<file path="config.mk">
export PLATFORM = sky130hd
export DESIGN_NAME = led_matrix_pwm_scanner_flat
export DESIGN_NICKNAME = d
export VERILOG_FILES = /design/src/hw/rtl/lmps_pkg.sv /design/src/hw/rtl/lmps_if.sv /design/src/hw/rtl/led_matrix_pwm_scanner.sv /design/src/flat_wrapper.sv
export SDC_FILE = /design/constraint.sdc
export NUM_CORES = 2
export LEC_CHECK = 0
export ABC_CLOCK_PERIOD_IN_PS = 22900
export BUFFER_PORTS_ARGS = -buffer_cell sky130_fd_sc_hd__buf_2
export CORE_UTILIZATION = 30
export DETAILED_ROUTE_END_ITERATION = 12
export MAX_ROUTING_LAYER = met4
export REMOVE_ABC_BUFFERS = 1
export SETUP_SLACK_MARGIN = 0.5
export SLEW_MARGIN = 20
export SYNTH_ARGS = -nofsm -noshare
export SYNTH_HDL_FRONTEND = slang
export SYNTH_SLANG_ARGS = --single-unit
</file>
<file path="constraint.sdc">
create_clock -name clk_i -period 22.9 [get_ports clk_i]
set_clock_uncertainty 0.1 [all_clocks]
set_input_delay 1.145 -clock clk_i [delete_from_list [all_inputs] [get_ports clk_i]]
set_output_delay 1.145 -clock clk_i [all_outputs]
set_load 0.02 [all_outputs]
</file>
<file path="src/hw/rtl/lmps_pkg.sv">
// ----------------------------------------------------------------------------
// lmps_pkg: shared constants and helpers for the LED matrix PWM scanner
// Matrix geometry, frame store layout, action and buffer state codes.
// ----------------------------------------------------------------------------
package lmps_pkg;

  // Matrix geometry
  localparam int ROWS    = 8;
  localparam int LEVELS  = 16;
  localparam int BUFFERS = 3;

  // Frame store layout: 3 colors x 32 bytes per buffer
  localparam int BUF_BYTES = 96;
  localparam int MEM_DEPTH = BUFFERS * BUF_BYTES;
  localparam int MEM_AW    = $clog2(MEM_DEPTH);

  // Derived widths
  localparam int ROW_W  = $clog2(ROWS);
  localparam int LVL_W  = $clog2(LEVELS);
  localparam int BUF_W  = $clog2(BUFFERS);
  localparam int FRAME_TICKS = ROWS * LEVELS;
  localparam int FC_W   = $clog2(FRAME_TICKS);
  localparam int PACK_N = (BUFFERS < 3) ? BUFFERS : 3;

  localparam logic [2:0] BUF_LIMIT = 3'(BUFFERS);

  // Request actions
  localparam logic [1:0] ACT_TICK  = 2'd0;
  localparam logic [1:0] ACT_WRITE = 2'd1;
  localparam logic [1:0] ACT_STATE = 2'd2;

  // Buffer states
  localparam logic [1:0] ST_CLEAN = 2'd0;
  localparam logic [1:0] ST_BUSY  = 2'd1;
  localparam logic [1:0] ST_FRAME = 2'd2;
  localparam logic [1:0] ST_CMD   = 2'd3;

  // Tick periods and the levels where they change
  localparam logic [8:0] PERIOD_SHORT = 9'd100;
  localparam logic [8:0] PERIOD_MID   = 9'd200;
  localparam logic [8:0] PERIOD_LONG  = 9'd300;
  localparam logic [3:0] LVL_MID      = 4'd6;
  localparam logic [3:0] LVL_LONG     = 4'd11;

  localparam logic [6:0] OFF_LIMIT = 7'(BUF_BYTES);
  localparam logic [3:0] NIB_MASK  = 4'hf;

  // Start address of a buffer in the frame store (times 96)
  function automatic logic [MEM_AW-1:0] buf_base(input logic [BUF_W-1:0] b);
    logic [MEM_AW-1:0] w;
    w = MEM_AW'(b);
    return (w << 6) + (w << 5);
  endfunction

  // Cyclic step to the following buffer
  function automatic logic [BUF_W-1:0] step_buf(input logic [BUF_W-1:0] b);
    return (b == BUF_W'(BUFFERS - 1)) ? '0 : b + 1'b1;
  endfunction

endpackage

</file>
<file path="src/hw/rtl/lmps_if.sv">
// ----------------------------------------------------------------------------
// lmps_if: request, result and configuration channels of the scanner
// Valid/ready channels; a transfer happens when valid and ready are high.
// ----------------------------------------------------------------------------
interface lmps_in_if;
  logic       valid;
  logic       ready;
  logic [1:0] action;
  logic [1:0] buffer_sel;
  logic [6:0] byte_addr;
  logic [7:0] byte_data;
  logic [1:0] new_state;

  modport source (output valid, action, buffer_sel, byte_addr, byte_data, new_state,
                  input ready);
  modport sink   (input valid, action, buffer_sel, byte_addr, byte_data, new_state,
                  output ready);
endinterface

interface lmps_out_if;
  logic        valid;
  logic        ready;
  logic [7:0]  row_select;
  logic [23:0] column_bits;
  logic [8:0]  tick_period;
  logic [1:0]  shown_buffer;
  logic        frame_done;
  logic [5:0]  buffer_states;

  modport source (output valid, row_select, column_bits, tick_period, shown_buffer,
                  frame_done, buffer_states, input ready);
  modport sink   (input valid, row_select, column_bits, tick_period, shown_buffer,
                  frame_done, buffer_states, output ready);
endinterface

interface lmps_cfg_if;
  logic valid;
  logic ready;
  logic data;

  modport source (output valid, data, input ready);
  modport sink   (input valid, data, output ready);
endinterface

</file>
<file path="src/hw/rtl/led_matrix_pwm_scanner.sv">
// ----------------------------------------------------------------------------
// led_matrix_pwm_scanner: row-scan software PWM for an RGB LED matrix
// Interlaced row scan over three frame buffers with level-stepped periods.
// ----------------------------------------------------------------------------
//  channel | dir | handshake   | payload
//  --------+-----+-------------+--------------------------------------------
//  in_i    | in  | valid/ready | action, buffer_sel, byte_addr, byte_data,
//          |     |             | new_state
//  out_o   | out | valid/ready | row_select, column_bits, tick_period,
//          |     |             | shown_buffer, frame_done, buffer_states
//  cfg_i   | in  | valid/ready | data (auto_next), always ready
//
//  A scan tick has the accept step, then 12 frame-store reads on the single
//  read port with two column bits shifted in per read, and one drain step
//  for the last read. After reset the frame store is zeroed one byte a
//  cycle; in_i is not ready during that pass. A tick waits while a result
//  is still held in the output register; writes wait for the same slot.
// ----------------------------------------------------------------------------
module led_matrix_pwm_scanner (
  input  logic              clk_i,
  input  logic              rst_ni,
  lmps_in_if.sink           in_i,
  lmps_out_if.source        out_o,
  lmps_cfg_if.sink          cfg_i
);
  import lmps_pkg::*;

  typedef enum logic [1:0] {
    S_CLEAR,
    S_IDLE,
    S_BUILD
  } state_e;

  state_e               state_q;
  logic [MEM_AW-1:0]    clr_cnt_q;
  logic [3:0]           cnt_q;
  logic                 rd_vld_q;
  logic                 rd_oob_q;
  logic [7:0]           rd_data_q;
  logic [7:0]           mem_q [MEM_DEPTH];

  logic [ROW_W-1:0]     row_q, row_d;
  logic [LVL_W-1:0]     lvl_q, lvl_d;
  logic [FC_W-1:0]      fc_q, fc_d;
  logic [BUF_W-1:0]     cur_q, cur_d;
  logic [BUF_W-1:0]     nxt_q, nxt_d;
  logic [1:0]           st_q [BUFFERS];
  logic [1:0]           st_d [BUFFERS];
  logic [23:0]          pend_q;
  logic [8:0]           period_q, period_d;
  logic                 auto_q;

  logic                 out_vld_q;
  logic [7:0]           o_row_q;
  logic [23:0]          o_cols_q;
  logic [8:0]           o_period_q;
  logic [1:0]           o_buf_q;
  logic                 o_done_q;
  logic [5:0]           o_states_q;

  logic                 in_rdy;
  logic                 in_acc;
  logic                 tick_acc;
  logic                 wr_acc;
  logic                 stset_acc;
  logic                 sel_ok;
  logic                 done;
  logic [ROW_W:0]       row_sum;
  logic [LVL_W-1:0]     lvl_nx;
  logic [3:0]           lvl4_nx;
  logic                 stop;
  logic [7:0]           row_onehot;
  logic [5:0]           states_pack;

  logic                 mem_we;
  logic [MEM_AW-1:0]    mem_waddr;
  logic [7:0]           mem_wdata;
  logic [6:0]           rd_off;
  logic                 rd_oob;
  logic [MEM_AW-1:0]    rd_addr;
  logic [7:0]           rd_byte;
  logic [3:0]           lvl4;

  // Handshake
  assign in_rdy    = (state_q == S_IDLE) && (!out_vld_q || out_o.ready);
  assign in_i.ready = in_rdy;
  assign cfg_i.ready = 1'b1;
  assign in_acc    = in_i.valid && in_rdy;
  assign sel_ok    = {1'b0, in_i.buffer_sel} < BUF_LIMIT;
  assign tick_acc  = in_acc && (in_i.action == ACT_TICK);
  assign wr_acc    = in_acc && (in_i.action == ACT_WRITE) && sel_ok &&
                     (in_i.byte_addr < OFF_LIMIT);
  assign stset_acc = in_acc && (in_i.action == ACT_STATE) && sel_ok;

  // Tick state update: row, level, frame, buffer swap, search
  always_comb begin
    row_d    = row_q;
    lvl_d    = lvl_q;
    period_d = period_q;
    row_sum  = {1'b0, row_q} + (ROW_W + 1)'(2);
    lvl_nx   = (lvl_q == LVL_W'(LEVELS - 1)) ? '0 : lvl_q + 1'b1;
    lvl4_nx  = 4'(lvl_nx);
    if (row_sum == (ROW_W + 1)'(ROWS)) begin
      row_d = ROW_W'(1);
    end else if (row_sum > (ROW_W + 1)'(ROWS)) begin
      row_d = '0;
      lvl_d = lvl_nx;
      if (lvl4_nx < LVL_MID) begin
        period_d = PERIOD_SHORT;
      end else if (lvl4_nx < LVL_LONG) begin
        period_d = PERIOD_MID;
      end else begin
        period_d = PERIOD_LONG;
      end
    end else begin
      row_d = row_sum[ROW_W-1:0];
    end

    done  = (fc_q == FC_W'(FRAME_TICKS - 1));
    fc_d  = done ? '0 : fc_q + 1'b1;
    st_d  = st_q;
    cur_d = cur_q;
    if (done) begin
      st_d[cur_q] = ST_CLEAN;
      st_d[nxt_q] = ST_BUSY;
      cur_d       = nxt_q;
    end
    for (int i = 0; i < BUFFERS; i++) begin
      if (st_d[i] == ST_CMD) st_d[i] = ST_CLEAN;
    end

    // next ready buffer after the current one
    nxt_d = nxt_q;
    stop  = 1'b0;
    if (auto_q && (nxt_q == cur_d)) begin
      nxt_d = step_buf(nxt_q);
      for (int n = 0; n < BUFFERS; n++) begin
        if (!stop) begin
          if ((nxt_d == cur_d) || (st_d[nxt_d] == ST_FRAME)) begin
            stop = 1'b1;
          end else begin
            nxt_d = step_buf(nxt_d);
          end
        end
      end
    end

    for (int i = 0; i < 8; i++) begin
      row_onehot[i] = (int'(row_q) == i);
    end
    states_pack = '0;
    for (int i = 0; i < PACK_N; i++) begin
      states_pack[2*i +: 2] = st_d[i];
    end
  end

  // Frame store ports: clearing pass or host write, one read for the build
  assign mem_we    = (state_q == S_CLEAR) || wr_acc;
  assign mem_waddr = (state_q == S_CLEAR) ? clr_cnt_q :
                     buf_base(in_i.buffer_sel[BUF_W-1:0]) + MEM_AW'(in_i.byte_addr);
  assign mem_wdata = (state_q == S_CLEAR) ? 8'h00 : in_i.byte_data;
  assign rd_off    = {cnt_q[3:2], 5'b0} + 7'({row_q, 2'b00}) + 7'(cnt_q[1:0]);
  assign rd_oob    = rd_off >= OFF_LIMIT;
  assign rd_addr   = rd_oob ? '0 : buf_base(cur_q) + MEM_AW'(rd_off);

  always_ff @(posedge clk_i) begin
    if (mem_we) mem_q[mem_waddr] <= mem_wdata;
    rd_data_q <= mem_q[rd_addr];
  end

  // Column nibble compare on the byte read last cycle
  assign rd_byte = rd_oob_q ? 8'h00 : rd_data_q;
  assign lvl4    = 4'(lvl_q);

  // Sequencer, scan state and result register
  always_ff @(posedge clk_i or negedge rst_ni) begin
    if (!rst_ni) begin
      state_q    <= S_CLEAR;
      clr_cnt_q  <= '0;
      cnt_q      <= '0;
      rd_vld_q   <= 1'b0;
      rd_oob_q   <= 1'b0;
      row_q      <= '0;
      lvl_q      <= '0;
      fc_q       <= '0;
      cur_q      <= '0;
      nxt_q      <= BUF_W'(1);
      for (int i = 0; i < BUFFERS; i++) st_q[i] <= ST_FRAME;
      pend_q     <= '0;
      period_q   <= PERIOD_MID;
      auto_q     <= 1'b1;
      out_vld_q  <= 1'b0;
      o_row_q    <= '0;
      o_cols_q   <= '0;
      o_period_q <= '0;
      o_buf_q    <= '0;
      o_done_q   <= 1'b0;
      o_states_q <= '0;
    end else begin
      if (cfg_i.valid) auto_q <= cfg_i.data;

      // result slot: a new tick fills it, the sink empties it
      if (tick_acc) begin
        out_vld_q <= 1'b1;
      end else if (out_o.ready) begin
        out_vld_q <= 1'b0;
      end

      case (state_q)
        S_CLEAR: begin
          clr_cnt_q <= clr_cnt_q + 1'b1;
          if (clr_cnt_q == MEM_AW'(MEM_DEPTH - 1)) state_q <= S_IDLE;
        end
        S_IDLE: begin
          if (stset_acc) st_q[in_i.buffer_sel[BUF_W-1:0]] <= in_i.new_state;
          if (tick_acc) begin
            o_row_q    <= row_onehot;
            o_cols_q   <= pend_q;
            o_period_q <= period_d;
            o_buf_q    <= 2'(cur_d);
            o_done_q   <= done;
            o_states_q <= states_pack;
            row_q      <= row_d;
            lvl_q      <= lvl_d;
            period_q   <= period_d;
            fc_q       <= fc_d;
            cur_q      <= cur_d;
            nxt_q      <= nxt_d;
            st_q       <= st_d;
            cnt_q      <= '0;
            rd_vld_q   <= 1'b0;
            state_q    <= S_BUILD;
          end
        end
        S_BUILD: begin
          // issue read cnt_q, consume read cnt_q - 1
          rd_vld_q <= (cnt_q < 4'd12);
          rd_oob_q <= rd_oob;
          if (cnt_q < 4'd12) cnt_q <= cnt_q + 1'b1;
          if (rd_vld_q) begin
            pend_q <= {pend_q[21:0], (rd_byte[7:4] > lvl4),
                       ((rd_byte[3:0] & NIB_MASK) > lvl4)};
          end
          if (cnt_q == 4'd12) state_q <= S_IDLE;
        end
        default: state_q <= S_IDLE;
      endcase
    end
  end

  // Result channel
  assign out_o.valid         = out_vld_q;
  assign out_o.row_select    = o_row_q;
  assign out_o.column_bits   = o_cols_q;
  assign out_o.tick_period   = o_period_q;
  assign out_o.shown_buffer  = o_buf_q;
  assign out_o.frame_done    = o_done_q;
  assign out_o.buffer_states = o_states_q;

endmodule

</file>
<file path="src/flat_wrapper.sv">
// flat-port wrapper written by rule: the top's interface ports become plain ports
module led_matrix_pwm_scanner_flat import lmps_pkg::*;
  (clk_i, rst_ni, in_i_valid, in_i_action, in_i_buffer_sel, in_i_byte_addr, in_i_byte_data, in_i_new_state, in_i_ready, out_o_valid, out_o_row_select, out_o_column_bits, out_o_tick_period, out_o_shown_buffer, out_o_frame_done, out_o_buffer_states, out_o_ready, cfg_i_valid, cfg_i_data, cfg_i_ready);
  lmps_in_if in_i_i ();
  lmps_out_if out_o_i ();
  lmps_cfg_if cfg_i_i ();
  input  logic clk_i;
  input  logic rst_ni;
  input wire logic [$bits(in_i_i.valid)-1:0] in_i_valid;
  input wire logic [$bits(in_i_i.action)-1:0] in_i_action;
  input wire logic [$bits(in_i_i.buffer_sel)-1:0] in_i_buffer_sel;
  input wire logic [$bits(in_i_i.byte_addr)-1:0] in_i_byte_addr;
  input wire logic [$bits(in_i_i.byte_data)-1:0] in_i_byte_data;
  input wire logic [$bits(in_i_i.new_state)-1:0] in_i_new_state;
  output wire logic [$bits(in_i_i.ready)-1:0] in_i_ready;
  output wire logic [$bits(out_o_i.valid)-1:0] out_o_valid;
  output wire logic [$bits(out_o_i.row_select)-1:0] out_o_row_select;
  output wire logic [$bits(out_o_i.column_bits)-1:0] out_o_column_bits;
  output wire logic [$bits(out_o_i.tick_period)-1:0] out_o_tick_period;
  output wire logic [$bits(out_o_i.shown_buffer)-1:0] out_o_shown_buffer;
  output wire logic [$bits(out_o_i.frame_done)-1:0] out_o_frame_done;
  output wire logic [$bits(out_o_i.buffer_states)-1:0] out_o_buffer_states;
  input wire logic [$bits(out_o_i.ready)-1:0] out_o_ready;
  input wire logic [$bits(cfg_i_i.valid)-1:0] cfg_i_valid;
  input wire logic [$bits(cfg_i_i.data)-1:0] cfg_i_data;
  output wire logic [$bits(cfg_i_i.ready)-1:0] cfg_i_ready;
  assign in_i_i.valid = in_i_valid;
  assign in_i_i.action = in_i_action;
  assign in_i_i.buffer_sel = in_i_buffer_sel;
  assign in_i_i.byte_addr = in_i_byte_addr;
  assign in_i_i.byte_data = in_i_byte_data;
  assign in_i_i.new_state = in_i_new_state;
  assign in_i_ready = in_i_i.ready;
  assign out_o_valid = out_o_i.valid;
  assign out_o_row_select = out_o_i.row_select;
  assign out_o_column_bits = out_o_i.column_bits;
  assign out_o_tick_period = out_o_i.tick_period;
  assign out_o_shown_buffer = out_o_i.shown_buffer;
  assign out_o_frame_done = out_o_i.frame_done;
  assign out_o_buffer_states = out_o_i.buffer_states;
  assign out_o_i.ready = out_o_ready;
  assign cfg_i_i.valid = cfg_i_valid;
  assign cfg_i_i.data = cfg_i_data;
  assign cfg_i_ready = cfg_i_i.ready;
  led_matrix_pwm_scanner u_core (.clk_i(clk_i), .rst_ni(rst_ni), .in_i(in_i_i), .out_o(out_o_i), .cfg_i(cfg_i_i));
endmodule
</file>
# Word-level counts from Yosys, hierarchy flattened
# Memories as Yosys holds them, arrays and structs flattened. A register that Yosys moved wholly into a read port is not among the register bits.
# Cells that the tools add are included.
# classes
n_addsub	15
order_cmp	18
n_eq_ne	34
n_mux	64
bitwise	12
n_reduce_logical	32
# ops
op	count
2-to-1 mux 2 bit	27
2-to-1 mux 9 bit	6
equality test 2 bit (second input constant)	12
adder 8 x 7 -> 9 bit	2
adder 9 x 7 -> 9 bit	2
>= comparator 3 bit (second input constant)	6
2-to-1 mux 6 bit	3
inverter 2 -> 3 bit	6
2-to-1 mux 8 bit	2
binary-select mux 2 bit (select 2 bit)	3
demux 2 bit (select 2 bit)	3
equality test 3 bit (second input constant)	4
equality test 4 bit (second input constant)	3
logical AND 1 bit	12
2-to-1 mux 4 bit	3
2-to-1 mux 1 bit	10
adder 9 x 1 -> 9 bit (second input constant)	1
equality test 9 bit (second input constant)	1
< comparator 3 x 1 -> 1 bit (second input constant)	3
AND reduction 3 bit	3
adder 2 x 1 -> 2 bit (second input constant)	4
adder 4 x 1 -> 4 bit (second input constant)	2
equality test 2 bit	4
greater-than comparator 4 bit	2
other kinds (35)	51
# word_totals
register_bits	124
mem_bits_rw	2304
output_inout_bits	53
elab_cells	198
n_memories	1
# mem_list
name	depth	word_bits	read_ports	rd_clocked_by_memory_dff	write_ports	line_no	source
u_core.mem_q	288	8	1	1	1	led_matrix_pwm_scanner.sv:40	logic [7:0] mem_q [MEM_DEPTH];

# Depth between registers and ports, before layout
# logic_depth
depth_word	35
mapped_depth	14
ltp_nobuf	12

# Worst setup path after synthesis
# OpenSTA, ideal clock, no wires.
# synth_timing
path_kind	register -> register
from	reg u_core.state_q[0]
to	mem u_core.mem_q[0][0] (data pin)
setup_ns	1.602
t_arrival_ns	8.142
slack_ns	13.056
stages_incl_launch_ff	7
period_less_slack_ns	9.844
cell_sequence	dfrtp_1 inv_1 ha_1 clkbuf_1 clkbuf_1 clkbuf_1 nor2b_1
# synth_between
elab_chain_len	2
# synth_rtl
element	line_no	source
from (decl)	led_matrix_pwm_scanner.sv:34	state_e state_q;
from (signal assigned)	led_matrix_pwm_scanner.sv:178	state_q <= S_CLEAR;
from (signal assigned)	led_matrix_pwm_scanner.sv:212	if (clr_cnt_q == MEM_AW'(MEM_DEPTH - 1)) state_q <= S_IDLE;
from (signal assigned)	led_matrix_pwm_scanner.sv:232	state_q <= S_BUILD;
zero test 2 bit	led_matrix_pwm_scanner.sv:161	assign mem_wdata = (state_q == S_CLEAR) ? 8'h00 : in_i.byte_data;
2-to-1 mux 8 bit	led_matrix_pwm_scanner.sv:161	
net u_core.mem_wdata[0]	led_matrix_pwm_scanner.sv:77	logic [7:0] mem_wdata;
to (decl)	led_matrix_pwm_scanner.sv:40	
# The timed path passes the listed nets, and every way through them passes these cells.

# Worst setup path in the final report
# layout_timing
from	reg u_core.row_q[0]
to	reg u_core.rd_data_q[4], read port of u_core.mem_q
# layout_between
elab_chain_len	4
elab_cells_between_ends	5
cone_classes	add/sub: 3; order compare: 1; mux: 1
# layout_rtl
element	line_no	source
from (decl)	led_matrix_pwm_scanner.sv:42	logic [ROW_W-1:0] row_q, row_d;
from (signal assigned)	led_matrix_pwm_scanner.sv:223	row_q <= row_d;
adder 7 x 5 -> 7 bit *	led_matrix_pwm_scanner.sv:162	assign rd_off = {cnt_q[3:2], 5'b0} + 7'({row_q, 2'b00}) + 7'(cnt_q[1:0]);
adder 7 x 2 -> 7 bit *	led_matrix_pwm_scanner.sv:162	
adder 9 x 7 -> 9 bit / >= comparator 7 bit (equally long branches)	led_matrix_pwm_scanner.sv:164, led_matrix_pwm_scanner.sv:163	
2-to-1 mux 9 bit *	led_matrix_pwm_scanner.sv:164	assign rd_addr = rd_oob ? '0 : buf_base(cur_q) + MEM_AW'(rd_off);
to (decl)	led_matrix_pwm_scanner.sv:39	logic [7:0] rd_data_q;
# Mark *: on every way between the ends. The rest lies on a longest branch, timed or not.
# A chain may end at the register's enable or synchronous reset.

==> results.cfg <==
[global_route]
grt_pass1_wl_mm = 410
grt_overflow = 0
grt_usage_pct = 17.9
grt_max_degree = 213
grt_pass1_vias = 54300
antenna_found_initial = 26

[drt]
via_count = 56600
routed_wl_mm = 290
drc = 0
wl_per_cell_um = 27.9
vias_per_cell = 5.45
ant_nets = 0
drt_iter0_markers = 8270
firstDrtPassIters = 8

[timing]
min_period_ns = 6.37
maxSlewViolCount = 0
finalSetupViolCount = 0
worst_slack_ns = 16.53
tightest_slew_ns = 1.31
slew-limit-headroom_pct = 12.9
fin_crit_sh_pct = 27.8
rsz0062_at_grt = false
final-hold-violation-count = 0
timing.hold.ws_ns = 0.220
max_freq_mhz = 157

[clock_tree]
cts.sink_count = 2426
path_clk_slew_ns = 0.06
htree_num_levels = 4
post_cts_buffers = 0
cts_tree = done
cts_resized = 0
holdBufCountCts = 0
clockRootBuffer = clkbuf_16
numCtsBuffers = 240
clk_latency_ns = 0.90
cts_buffer_depth = 3

[logic_synthesis]
synth_warnings = 0
avgSynthCellArea_um2 = 16.7
ys_seq_area_share_pct = 74.5
synth_top_flop_cell = edfxtp_1
synth_cells = 5817
synthArstFlopShare_pct = 4.70
synth.cell_area_mm2 = 0.0970
ys_types = 84
synth_edf_count = 2304
synth_seq_cells = 2426

[placement]
place_inst = 9925
place_ws_ns = 16.75
place_hpwl_mm = 166
routabilityCongestion = 0.882
port_buffers = 75

[critical_path]
end_kind = register
worstPathRequired_ns = 23.54
r2r_end = u_core.rd_data_q[4]
path_class = register to register
cp_max_fo = 118
ff2ff_setup_slack_ns = 16.53
cp-start-kind = register
reg2reg_from = u_core.row_q[0]
cp_data_arrival_time_ns = 7.01
worstRegToRegCells = 11

[final_layout]
final_util_pct = 34.3
seq_area_mm2 = 0.0722
drive_gt1_share_pct = 16.5
num-nets-final = 5919
syn2layout_area_growth_pct = 13.8
fill_cells = 30200
multiInputGateArea_mm2 = 0.0229
stdcell_count = 10400

[die]
die_area_mm2 = 0.326
initial_core_util_pct = 30.2
fp.dieH_um = 571
pin_count = 80
die_x_um = 571
core_mm2 = 0.321
num_rows = 208

[power_and_ir_drop]
power_density_mw_per_mm2 = 112
vdd_drop_max_v = 0.0000993
p_leak_nw = 34.8

[job]
drv_cap = 0

[run_status]
outcome = finished clean

[hold_path]
min_path_type = input port to async pin
[per-stage QoR]
stage	TNS, ns	power [mW]	cell area [µm²]
global placement	0	8.35	102000
finish	0	12.4	110000
floorplan	-114.89	8.16	95000
global route	0	12.7	110000
CTS	0	12.4	110000
detailed placement	0	8.39	102000
[worst max-delay path: stages (launching register included)]
cell and delay, ns:
dfrtp_4 0.86, a21boi_4 0.32, buf_4 0.52, buf_4 0.71
buf_4 0.63, buf_12 0.57, mux4_2 0.40, a22o_1 0.19
o311ai_1 0.54, o21ai_1 0.36, a2111oi_0 0.62, nor4_1 0.13
[report_power, final]
| group | switching (mW) | internal, mW | total, mW | leakage [nW] |
|---|---|---|---|---|
| clock | 1.73 | 2.29 | 4.02 | 3.90 |
| combinational | 2.13 | 0.966 | 3.10 | 8.54 |
| sequential | 0.0947 | 5.16 | 5.25 | 22.3 |
[layer usage]
metal  vias up  global-route usage [%]  wire [µm]
met1     29400                    23.8     115000
met5         -                       -          0
li1      23200                       -          -
met4         0                    6.77      11600
met3       540                    4.04      32800
met2      3424                    26.6     131000
[flip-flops by register name (all words and copies together), names as in the netlist, 2 cells and up]
name,flops
u_core.st_q,6
u_core.cur_q,2
u_core.cnt_q,4
u_core.state_q,2
u_core.row_q,3
u_core.rd_data_q,8
u_core.out_o.tick_period,5
u_core.out_o.buffer_states,6
u_core.nxt_q,2
u_core.clr_cnt_q,9
u_core.pend_q,24
u_core.out_o.column_bits,24
u_core.out_o.row_select,8
u_core.fc_q,7
u_core.mem_q,2304
u_core.period_q,3
u_core.lvl4,4
[worst max-delay path by stage]
| stage | from | endpoint | slack [ns] | cells past startpoint |
|---|---|---|---|---|
| 6_report | u_core.row_q[0] | u_core.rd_data_q[4] | 16.53 | 11 |
| 3_5_place_dp | u_core.row_q[0] | u_core.rd_data_q[4] | 16.75 | 11 |
| 5_1_grt | u_core.row_q[0] | u_core.rd_data_q[4] | 16.46 | 11 |
| 4_1_cts | u_core.row_q[0] | u_core.rd_data_q[4] | 16.71 | 11 |
| 3_3_place_gp | u_core.row_q[0] | u_core.rd_data_q[5] | 16.51 | 12 |
| 2_1_floorplan | u_core.row_q[0] | u_core.rd_data_q[3] | -14.48 | 8 |
[synthesized netlist by cell type, drive strengths merged, types with 56 or more instances]
| cell type | n | area, µm² |
|---|---|---|
| nand3 | 77 | 385 |
| nand2 | 567 | 2130 |
| o211ai | 56 | 420 |
| mux4 | 287 | 6460 |
| clkbuf | 148 | 556 |
| edfxtp | 2304 | 69200 |
| nor2 | 430 | 1610 |
| dfrtp | 106 | 2650 |
| o22ai | 152 | 951 |
| mux2 | 97 | 1090 |
| mux2i | 207 | 2070 |
| nor3 | 58 | 290 |
| a211oi | 72 | 541 |
| o21ai | 200 | 1000 |
| buf | 250 | 1470 |
| a21oi | 159 | 796 |
[cells by family after synthesis]
group / count (synthesis) / share of synthesized area, %
AO/OA/AOI/OAI: 1014 / 7.10
adder cells (fa/ha/maj): 27 / 0.379
flip-flops: 2426 / 74.5
multiplexers: 591 / 9.93
AND/OR/NAND/NOR: 1314 / 5.78
XOR/XNOR: 16 / 0.145
other: 2 / 0.00774
buffers and inverters: 427 / 2.20
[cell type report]
cell class                      instances  area share, %
Inverter                               29          0.103
Antenna cell                           13         0.0295
Sequential cell                      2426           65.5
Multi-Input combinational cell       2966           20.8
Clock inverter                        152           1.62
Clock buffer                          295           5.68
Timing Repair Buffer                  202           1.44
Tap cell                             4305           4.88
[cell usage in the layout, fill, tap and decap left out, types with 47 or more instances in the layout]
cell and instances:
a211oi_1 70, a21oi_1 159, a221oi_1 50, buf_2 74, buf_4 108, clkbuf_1 50
clkbuf_16 240, clkinv_1 57, dfrtp_1 104, edfxtp_1 2304, mux2_2 97, mux2i_1 207
mux4_2 287, nand2_1 552, nand3_1 77, nor2_1 426, nor3_1 57, o211ai_1 56
o21ai_0 194, o221ai_1 47, o22ai_1 152
Power figures use the tool's default switching activity.
